===== config.mk =====
export PLATFORM = sky130hd
export DESIGN_NAME = utf8_to_utf16_decoder
export DESIGN_NICKNAME = d
export VERILOG_FILES = /design/src/sv/utd_pkg.sv /design/src/sv/utd_front.sv /design/src/sv/utd_fifo.sv /design/src/sv/utd_back.sv /design/src/sv/utf8_to_utf16_decoder.sv
export VERILOG_INCLUDE_DIRS = /design/src /design/src/sv
export SDC_FILE = /design/constraint.sdc
export NUM_CORES = 1
export LEC_CHECK = 0
export ABC_CLOCK_PERIOD_IN_PS = 7800
export BUFFER_PORTS_ARGS = -buffer_cell sky130_fd_sc_hd__buf_2
export CAP_MARGIN = 20
export CORE_MARGIN = 2
export CORE_UTILIZATION = 60
export DETAILED_ROUTE_END_ITERATION = 10
export PLACE_DENSITY = 0.83
export SETUP_SLACK_MARGIN = 0.5
export SLEW_MARGIN = 5
export SYNTH_ARGS = -nofsm -noshare
export SYNTH_HDL_FRONTEND = slang
export SYNTH_SLANG_ARGS = --single-unit

===== constraint.sdc =====
create_clock -name clk_i -period 7.8 [get_ports clk_i]
set_clock_uncertainty 0.2 [all_clocks]
set_input_delay 0 -clock clk_i [delete_from_list [all_inputs] [get_ports clk_i]]
set_output_delay 0 -clock clk_i [all_outputs]
set_load 0.02 [all_outputs]

===== src/sv/utf8_to_utf16_decoder_macros.svh =====
// Assertion macros shared by the UTF-8 to UTF-16 decoder modules.
`ifndef UTF8_TO_UTF16_DECODER_MACROS_SVH
`define UTF8_TO_UTF16_DECODER_MACROS_SVH

`ifndef ASSERT_OFF

// The consequent must hold in the same cycle as the antecedent.
`define UTD_ASSERT_IMPLY(label, clk, rst_n, ante, cons) \
  label: assert property (@(posedge clk) disable iff (!(rst_n)) (ante) |-> (cons)) \
    else $error("utf8_to_utf16_decoder assertion failed");

// The consequent must hold in the cycle after the antecedent.
`define UTD_ASSERT_NEXT(label, clk, rst_n, ante, cons) \
  label: assert property (@(posedge clk) disable iff (!(rst_n)) (ante) |=> (cons)) \
    else $error("utf8_to_utf16_decoder assertion failed");

`else

`define UTD_ASSERT_IMPLY(label, clk, rst_n, ante, cons)
`define UTD_ASSERT_NEXT(label, clk, rst_n, ante, cons)

`endif

`endif


===== src/sv/utd_pkg.sv =====
// Types and constants shared by the UTF-8 to UTF-16 decoder modules.
package utd_pkg;

  // Byte range limits of the UTF-8 lead and continuation bytes.
  localparam logic [7:0] Lead1Max = 8'h7F;
  localparam logic [7:0] ContMin  = 8'h80;
  localparam logic [7:0] ContMax  = 8'hBF;
  localparam logic [7:0] Lead2Max = 8'hDF;
  localparam logic [7:0] Lead3Max = 8'hEF;
  localparam logic [7:0] Lead4Max = 8'hF7;

  // Code point limits.
  localparam logic [20:0] SurrLow   = 21'h00D800;
  localparam logic [20:0] SurrHigh  = 21'h00DFFF;
  localparam logic [20:0] BmpMax    = 21'h00FFFF;
  localparam logic [20:0] CodeMax   = 21'h10FFFF;
  localparam logic [20:0] PairBase  = 21'h010000;

  // Top six bits of the high and low surrogate units.
  localparam logic [5:0] HighSurrTag = 6'b110110;
  localparam logic [5:0] LowSurrTag  = 6'b110111;

  typedef enum logic [1:0] {
    CMD_UNIT,
    CMD_PAIR,
    CMD_ERROR
  } cmd_kind_e;

  // One queued command: a single unit, a surrogate pair (value holds the
  // code point minus 0x10000) or the error result.
  typedef struct packed {
    cmd_kind_e   kind;
    logic [19:0] value;
    logic        done;
  } cmd_t;

endpackage


===== src/sv/utd_front.sv =====
// Front end: takes UTF-8 bytes, tracks the partial code point and issues commands.
`include "utf8_to_utf16_decoder_macros.svh"

module utd_front (
  input  logic          clk_i,
  input  logic          rst_ni,
  input  logic          push_i,
  input  logic [7:0]    in_byte_i,
  input  logic          final_byte_i,
  input  logic          fifo_full_i,
  output logic          full_o,
  output logic          cmd_push_o,
  output utd_pkg::cmd_t cmd_o
);

  logic [20:0] pp_q, pp_d;
  logic [1:0]  pend_q, pend_d;
  logic        disc_q, disc_d;
  logic        accept;
  logic        cmd_valid;

  assign full_o = fifo_full_i;
  assign accept = push_i && !fifo_full_i;
  assign cmd_push_o = accept && cmd_valid;

  always_comb begin
    logic [20:0] nxt_pp;
    logic [1:0]  nxt_pend;
    logic [20:0] pair_val;
    logic        fail;

    pp_d       = pp_q;
    pend_d     = pend_q;
    disc_d     = disc_q;
    cmd_valid  = 1'b0;
    cmd_o.kind  = utd_pkg::CMD_UNIT;
    cmd_o.value = '0;
    cmd_o.done  = final_byte_i;
    nxt_pp     = pp_q;
    nxt_pend   = pend_q;
    fail       = 1'b0;
    pair_val   = pp_q - utd_pkg::PairBase;

    if (disc_q) begin
      if (final_byte_i) begin
        disc_d = 1'b0;
      end
    end else begin
      if (pend_q == 2'd0) begin
        if (in_byte_i inside {[8'h00 : utd_pkg::Lead1Max]}) begin
          nxt_pp = {13'd0, in_byte_i};
        end else if (in_byte_i inside {[utd_pkg::ContMin : utd_pkg::ContMax]}) begin
          fail = 1'b1;
        end else if (in_byte_i <= utd_pkg::Lead2Max) begin
          nxt_pp   = {16'd0, in_byte_i[4:0]};
          nxt_pend = 2'd1;
        end else if (in_byte_i <= utd_pkg::Lead3Max) begin
          nxt_pp   = {17'd0, in_byte_i[3:0]};
          nxt_pend = 2'd2;
        end else if (in_byte_i <= utd_pkg::Lead4Max) begin
          nxt_pp   = {18'd0, in_byte_i[2:0]};
          nxt_pend = 2'd3;
        end else begin
          fail = 1'b1;
        end
      end else if (in_byte_i inside {[utd_pkg::ContMin : utd_pkg::ContMax]}) begin
        nxt_pp   = {pp_q[14:0], in_byte_i[5:0]};
        nxt_pend = pend_q - 2'd1;
      end else begin
        fail = 1'b1;
      end

      pair_val = nxt_pp - utd_pkg::PairBase;

      if (!fail) begin
        if (nxt_pend != 2'd0) begin
          if (final_byte_i) begin
            // The string ended inside a multi-byte sequence.
            fail = 1'b1;
          end else begin
            pp_d   = nxt_pp;
            pend_d = nxt_pend;
          end
        end else begin
          pp_d   = '0;
          pend_d = 2'd0;
          if ((nxt_pp >= utd_pkg::SurrLow && nxt_pp <= utd_pkg::SurrHigh) ||
              nxt_pp > utd_pkg::CodeMax) begin
            fail = 1'b1;
          end else begin
            cmd_valid = 1'b1;
            if (nxt_pp <= utd_pkg::BmpMax) begin
              cmd_o.kind  = utd_pkg::CMD_UNIT;
              cmd_o.value = {4'd0, nxt_pp[15:0]};
            end else begin
              cmd_o.kind  = utd_pkg::CMD_PAIR;
              cmd_o.value = pair_val[19:0];
            end
          end
        end
      end

      if (fail) begin
        pp_d        = '0;
        pend_d      = 2'd0;
        disc_d      = !final_byte_i;
        cmd_valid   = 1'b1;
        cmd_o.kind  = utd_pkg::CMD_ERROR;
        cmd_o.value = '0;
        cmd_o.done  = 1'b1;
      end
    end
  end

  always_ff @(posedge clk_i or negedge rst_ni) begin
    if (!rst_ni) begin
      pp_q   <= '0;
      pend_q <= 2'd0;
      disc_q <= 1'b0;
    end else if (accept) begin
      pp_q   <= pp_d;
      pend_q <= pend_d;
      disc_q <= disc_d;
    end
  end

  // While bytes are dropped, no sequence is in progress.
  `UTD_ASSERT_IMPLY(disc_clears_seq, clk_i, rst_ni, disc_q, pend_q == 2'd0 && pp_q == '0)

endmodule


===== src/sv/utd_fifo.sv =====
// Short command queue between the front end and the back end.
`include "utf8_to_utf16_decoder_macros.svh"

module utd_fifo #(
  parameter int Depth = 4
) (
  input  logic          clk_i,
  input  logic          rst_ni,
  input  logic          push_i,
  input  utd_pkg::cmd_t data_i,
  input  logic          pop_i,
  output utd_pkg::cmd_t data_o,
  output logic          full_o,
  output logic          empty_o
);

  localparam int PtrW = (Depth > 1) ? $clog2(Depth) : 1;
  localparam int CntW = $clog2(Depth + 1);

  utd_pkg::cmd_t   mem_q [Depth];
  logic [PtrW-1:0] wr_ptr_q, rd_ptr_q;
  logic [CntW-1:0] count_q;
  logic            do_push, do_pop;

  assign full_o  = (count_q == CntW'(Depth));
  assign empty_o = (count_q == '0);
  assign do_push = push_i && !full_o;
  assign do_pop  = pop_i && !empty_o;
  assign data_o  = mem_q[rd_ptr_q];

  function automatic logic [PtrW-1:0] next_ptr(input logic [PtrW-1:0] ptr);
    next_ptr = (ptr == PtrW'(Depth - 1)) ? '0 : ptr + 1'b1;
  endfunction

  always_ff @(posedge clk_i) begin
    if (do_push) begin
      mem_q[wr_ptr_q] <= data_i;
    end
  end

  always_ff @(posedge clk_i or negedge rst_ni) begin
    if (!rst_ni) begin
      wr_ptr_q <= '0;
      rd_ptr_q <= '0;
      count_q  <= '0;
    end else begin
      if (do_push) begin
        wr_ptr_q <= next_ptr(wr_ptr_q);
      end
      if (do_pop) begin
        rd_ptr_q <= next_ptr(rd_ptr_q);
      end
      if (do_push && !do_pop) begin
        count_q <= count_q + 1'b1;
      end else if (do_pop && !do_push) begin
        count_q <= count_q - 1'b1;
      end
    end
  end

  `UTD_ASSERT_IMPLY(fifo_no_overflow, clk_i, rst_ni, push_i, !full_o)
  `UTD_ASSERT_IMPLY(fifo_no_underflow, clk_i, rst_ni, pop_i, !empty_o)

endmodule


===== src/sv/utd_back.sv =====
// Back end: turns queued commands into UTF-16 results in an output register.
`include "utf8_to_utf16_decoder_macros.svh"

module utd_back (
  input  logic          clk_i,
  input  logic          rst_ni,
  input  utd_pkg::cmd_t head_i,
  input  logic          fifo_empty_i,
  output logic          fifo_pop_o,
  input  logic          pop_i,
  output logic          empty_o,
  output logic [15:0]   code_unit_o,
  output logic          bad_sequence_o,
  output logic          string_done_o,
  output logic          run_end_o
);

  logic        out_valid_q, out_valid_d;
  logic        half_q, half_d;
  logic [15:0] unit_q, unit_d;
  logic        bad_q, bad_d;
  logic        done_q, done_d;
  logic        last_q, last_d;
  logic        load;

  assign empty_o        = !out_valid_q;
  assign code_unit_o    = unit_q;
  assign bad_sequence_o = bad_q;
  assign string_done_o  = done_q;
  assign run_end_o      = last_q;

  // The output register takes a new result when it is empty or being drained.
  assign load = !out_valid_q || pop_i;

  always_comb begin
    out_valid_d = out_valid_q;
    half_d      = half_q;
    unit_d      = unit_q;
    bad_d       = bad_q;
    done_d      = done_q;
    last_d      = last_q;
    fifo_pop_o  = 1'b0;

    if (load) begin
      out_valid_d = !fifo_empty_i;
      if (!fifo_empty_i) begin
        if (half_q) begin
          // Second half of a pair; the entry leaves the queue now.
          unit_d     = {utd_pkg::LowSurrTag, head_i.value[9:0]};
          bad_d      = 1'b0;
          done_d     = head_i.done;
          last_d     = 1'b1;
          half_d     = 1'b0;
          fifo_pop_o = 1'b1;
        end else begin
          case (head_i.kind)
            utd_pkg::CMD_PAIR: begin
              unit_d = {utd_pkg::HighSurrTag, head_i.value[19:10]};
              bad_d  = 1'b0;
              done_d = 1'b0;
              last_d = 1'b0;
              half_d = 1'b1;
            end
            utd_pkg::CMD_ERROR: begin
              unit_d     = '0;
              bad_d      = 1'b1;
              done_d     = 1'b1;
              last_d     = 1'b1;
              fifo_pop_o = 1'b1;
            end
            default: begin
              unit_d     = head_i.value[15:0];
              bad_d      = 1'b0;
              done_d     = head_i.done;
              last_d     = 1'b1;
              fifo_pop_o = 1'b1;
            end
          endcase
        end
      end
    end
  end

  always_ff @(posedge clk_i or negedge rst_ni) begin
    if (!rst_ni) begin
      out_valid_q <= 1'b0;
      half_q      <= 1'b0;
    end else begin
      out_valid_q <= out_valid_d;
      half_q      <= half_d;
    end
  end

  always_ff @(posedge clk_i) begin
    unit_q <= unit_d;
    bad_q  <= bad_d;
    done_q <= done_d;
    last_q <= last_d;
  end

  // A pair entry stays at the head of the queue until its low half is loaded.
  `UTD_ASSERT_IMPLY(half_has_entry, clk_i, rst_ni, half_q, !fifo_empty_i)
  `UTD_ASSERT_NEXT(pair_splits, clk_i, rst_ni,
                   load && !half_q && !fifo_empty_i && head_i.kind == utd_pkg::CMD_PAIR,
                   half_q && out_valid_q && !last_q)

endmodule


===== src/sv/utf8_to_utf16_decoder.sv =====
// Top level of the streaming UTF-8 to UTF-16 decoder.
//
//   Channel  | Handshake           | Payload
//   ---------+---------------------+-------------------------------------------------
//   bytes in | push / full         | in_byte_i[7:0], final_byte_i
//   units out| empty / pop         | code_unit_o[15:0], bad_sequence_o, string_done_o,
//            |                     | run_end_o
//
// One byte is taken per cycle while full is low; the front end decodes it in the cycle
// of its transfer. Results pass through the command queue to the output register and
// leave one per cycle while pop is high; a pair's entry stays until its low half loads.
// full follows the command queue (QueueDepth entries); empty follows the output register.
// Reset clears the code point, pending count, drop flag, queue and output register.
module utf8_to_utf16_decoder #(
  parameter int QueueDepth = 4
) (
  input  logic        clk_i,
  input  logic        rst_ni,
  input  logic        push,
  output logic        full,
  input  logic [7:0]  in_byte_i,
  input  logic        final_byte_i,
  output logic        empty,
  input  logic        pop,
  output logic [15:0] code_unit_o,
  output logic        bad_sequence_o,
  output logic        string_done_o,
  output logic        run_end_o
);

  utd_pkg::cmd_t cmd_in, cmd_head;
  logic          cmd_push, cmd_pop;
  logic          fifo_full, fifo_empty;

  utd_front u_front (
    .clk_i        (clk_i),
    .rst_ni       (rst_ni),
    .push_i       (push),
    .in_byte_i    (in_byte_i),
    .final_byte_i (final_byte_i),
    .fifo_full_i  (fifo_full),
    .full_o       (full),
    .cmd_push_o   (cmd_push),
    .cmd_o        (cmd_in)
  );

  utd_fifo #(
    .Depth (QueueDepth)
  ) u_fifo (
    .clk_i   (clk_i),
    .rst_ni  (rst_ni),
    .push_i  (cmd_push),
    .data_i  (cmd_in),
    .pop_i   (cmd_pop),
    .data_o  (cmd_head),
    .full_o  (fifo_full),
    .empty_o (fifo_empty)
  );

  utd_back u_back (
    .clk_i          (clk_i),
    .rst_ni         (rst_ni),
    .head_i         (cmd_head),
    .fifo_empty_i   (fifo_empty),
    .fifo_pop_o     (cmd_pop),
    .pop_i          (pop),
    .empty_o        (empty),
    .code_unit_o    (code_unit_o),
    .bad_sequence_o (bad_sequence_o),
    .string_done_o  (string_done_o),
    .run_end_o      (run_end_o)
  );

endmodule


==> out/results.txt <==
Status -> complete, no violations
CTS Hold Bufs -> 21
Crit path cell chain -> inv_1 -> ha_1 -> nor3b_2 -> a311oi_4 -> buf_8 -> nand4_1 -> o21ai_0 -> nand4_1 -> mux2_2 -> a2111o_1 -> nor4b_1
Number of synthesized flops with an enable pin -> 111
# Post-CTS Setup Buffers -> 0
Ys flop type -> edfxtp_1
Fin crit period -> 5.24 ns
Max-Cap Viols -> 0
Fin Setup TNS -> 0 ns
Top cells by area, synth -> edfxtp_1 51%, dfrtp_1 13%, mux4_2 7.9%, nand2_1 3.1%, ha_1 2.1%
Lkg Pwr -> 2.97 nW
Synth cell types -> 54
Compound-gate portion of the synthesized area -> 0.0968
Post-route cell area -> 7800 um2
Vias per inst -> 6.56
Sequential share of the synthesized area -> 0.632
# resized after CTS -> 0
Unrepaired setup endpoints after global routing -> false
Mapped Area -> 6580 um2
Share of layout cells above drive strength 1 -> 0.218
Die width -> 109 um
Cell family with most CP delay -> compound AO/OA/AOI/OAI gates
CTS max path bufs -> 2
Routed wire length -> 15100 um
Reg power frac -> 0.380
Final period util -> 0.672
Final GP Congestion -> 0.956
Clock power share -> 0.243
Critical Path RT -> 7.83 ns
Max_slew headroom -> 0.297
# rows -> 38
DR DRC count -> 0
Via Count -> 4473
Clk root buf -> clkbuf_8
Cells after Synth -> 472
Synth warn -> 0
PortBufs -> 33
Gate power share -> 0.377
Mean Syn Cell Area -> 13.9 um2
Synth Area in Adders -> 0.0240
Maximum fanout along the worst path -> 24
First-pass GRT wire length -> 23400 um
Clock transition at path regs -> 0.06 ns
# setup viols final -> 0
Pint -> 2.04 mW
Post-synth top area cell -> edfxtp_1
ANT nets after route -> 0
Fillers -> 652
Worst path arrival time -> 5.28 ns
Final net count -> 554
Total grt overflow -> 0
Net count after synthesis -> 497
Path type of the worst setup path -> flop to flop
Largest net degree at the start of global routing -> 34
Post-Synth XOR/XNOR Area -> 0.00532
Drt wl/cell -> 22.2 um
CTS H-tree depth -> 4
Switching power -> 1.09 mW
Clk_lat worst skew -> 0.52 ns
Number of global-route vias before repair -> 4329
Hold Path Class -> primary input to flop
Worst vdd ir -> 0.268 mV
Final Core Density -> 0.723
Most common cell in the netlist -> edfxtp_1
Worst-Margin Slew -> 1.05 ns
Diode count -> 0
Crit-path max cell delay -> 0.77 ns
CP max stage cell -> ha_1
Core area -> 10800 um2
TritonCTS clock tree -> done
Die ar. -> 11800 um2
IO Count -> 34
Final Hold Slack -> 0.0260 ns
Async set-or-reset flop fraction in the synthesized netlist -> 0.229
Crit path capture type -> flop
CP most frequent cell -> nand4_1
Worst path bufs/invs -> 2
Max Slew Vio Count -> 0
Synth top area share -> 0.506
Sw Ratio -> 0.349
Mux cell area share after synthesis -> 0.115
First drt pass iteration count -> 7
Starting Density -> 0.610
Placed Instance Area -> 6940 um2
Commonest cells post-synth -> 111 x edfxtp_1, 55 x nand2_1, 33 x dfrtp_1
Inserted Clock Buffers -> 17
Synth-to-Final Area Change -> 18.6%
PD cells -> 401 nW/um2
1st-iter DRT viols -> 475
Largest family of logic cells by synthesized area -> multiplexers
Max Clk Rate -> 0.191 GHz
Clock sink count -> 144
Die height -> 109 um
Simple-gate share of the synthesized area -> 0.0970
GRT Total Usage -> 0.272
Seq cells post-synth -> 144
Fin. Hold Viols -> 0
Worst setup SP type -> flop
Initial antenna violation count -> 0
HPWL Detailed -> 9190 um
## registers in the layout, indices dropped and copies added, names as in the netlist
| signal | flops |
|---|---|
| u_fifo.rd_ptr_q | 2 |
| u_back.run_end_o | 1 |
| u_back.bad_sequence_o | 1 |
| u_back.code_unit_o | 16 |
| u_front.pp_q | 21 |
| u_back.string_done_o | 1 |
| u_back.half_q | 1 |
| u_back.out_valid_q | 1 |
| u_front.disc_q | 1 |
| u_fifo.wr_ptr_q | 2 |
| u_front.pend_q | 2 |
| u_fifo.mem_q | 92 |
| u_fifo.count_q | 3 |
## layout make-up
class	count	area (um2)	share of cell area
timing repair buffer	64	592	0.0758
inverter	24	90.1	0.0115
clock buffer	23	478	0.0612
tap	140	175	0.0224
sequential	144	4160	0.533
multi-input combinational	278	2230	0.285
clock inverter	9	83.8	0.0107
## worst register-to-register path: stages, from the launching register on
cell and delay, ns:
dfrtp_1 0.41, inv_1 0.13, ha_1 0.77, nor3b_2 0.21, a311oi_4 0.61, buf_8 0.24
nand4_1 0.12, o21ai_0 0.33, nand4_1 0.15, mux2_2 0.32, a2111o_1 0.75, nor4b_1 0.71
## layer usage
layer | wire [um] | GRT usage | up-vias
met1 | 5970 | 0.365 | 2182
met4 | 509 | 0.117 | 0
li1 | - | - | 1933
met5 | 0 | 0 | -
met3 | 1280 | 0.0550 | 60
met2 | 7380 | 0.437 | 298
## stage by stage
stage / power [mW] / cells / setup WS, ns
global placement: 2.21 / 621 / 2.71
CTS: 3.08 / 678 / 2.44
floorplan: 1.97 / 472 / 4.27
global route: 3.28 / 682 / 2.30
detailed placement: 2.29 / 625 / 2.42
finish: 3.13 / 682 / 2.56
## cells in the final DEF, fill, tap and decap left out, types with 3 or more instances in the layout
cell type and count:
clkbuf_8 3, clkbuf_1 3, edfxtp_1 111, nor2_1 14
dlygate4sd3_1 20, a22oi_1 5, clkinv_2 4, and3_1 8
mux2_2 12, buf_16 6, o22ai_1 6, nor3_1 17
buf_2 33, a31oi_1 9, clkbuf_16 17, ha_1 11
mux2i_1 8, clkinv_4 3, nand2_1 55, a22o_1 15
nor2b_1 4, o21ai_0 21, dfrtp_1 33, mux4_2 23
o31ai_1 12, a21oi_1 10, inv_1 24, nand3_1 7
## worst paths after layout
path	startpoint	end	slack [ns]	depth (start not counted)
min in group asynchronous	rst_ni	u_fifo.rd_ptr_q[1]	0.31	4
max in group asynchronous	rst_ni	u_front.pp_q[4]	6.91	4
min	pop	u_back.out_valid_q	0.03	3
max	u_front.pend_q[0]	u_fifo.mem_q[1][20]	2.56	11
max reg2reg	u_front.pend_q[0]	u_fifo.mem_q[1][20]	2.56	11
min reg2reg	u_fifo.count_q[2]	u_fifo.count_q[2]	0.30	1
## cells by family after synthesis
family	count (synthesis)
buf+inv	50
flops	144
fa+ha+maj	12
xor+xnor	4
compound gates	91
simple gates	126
mux	45
## power by group through the flow
stage / clock network (mW) / registers (mW) / logic [mW]
after CTS: 0.762 / 1.21 / 1.11
final: 0.760 / 1.19 / 1.18
after global routing: 0.796 / 1.21 / 1.28
after floorplan: 0 / 1.24 / 0.734
after detailed placement: 0 / 1.22 / 1.08
after global placement: 0 / 1.20 / 1.00
Note: power is estimated with default switching activity, not from simulation.
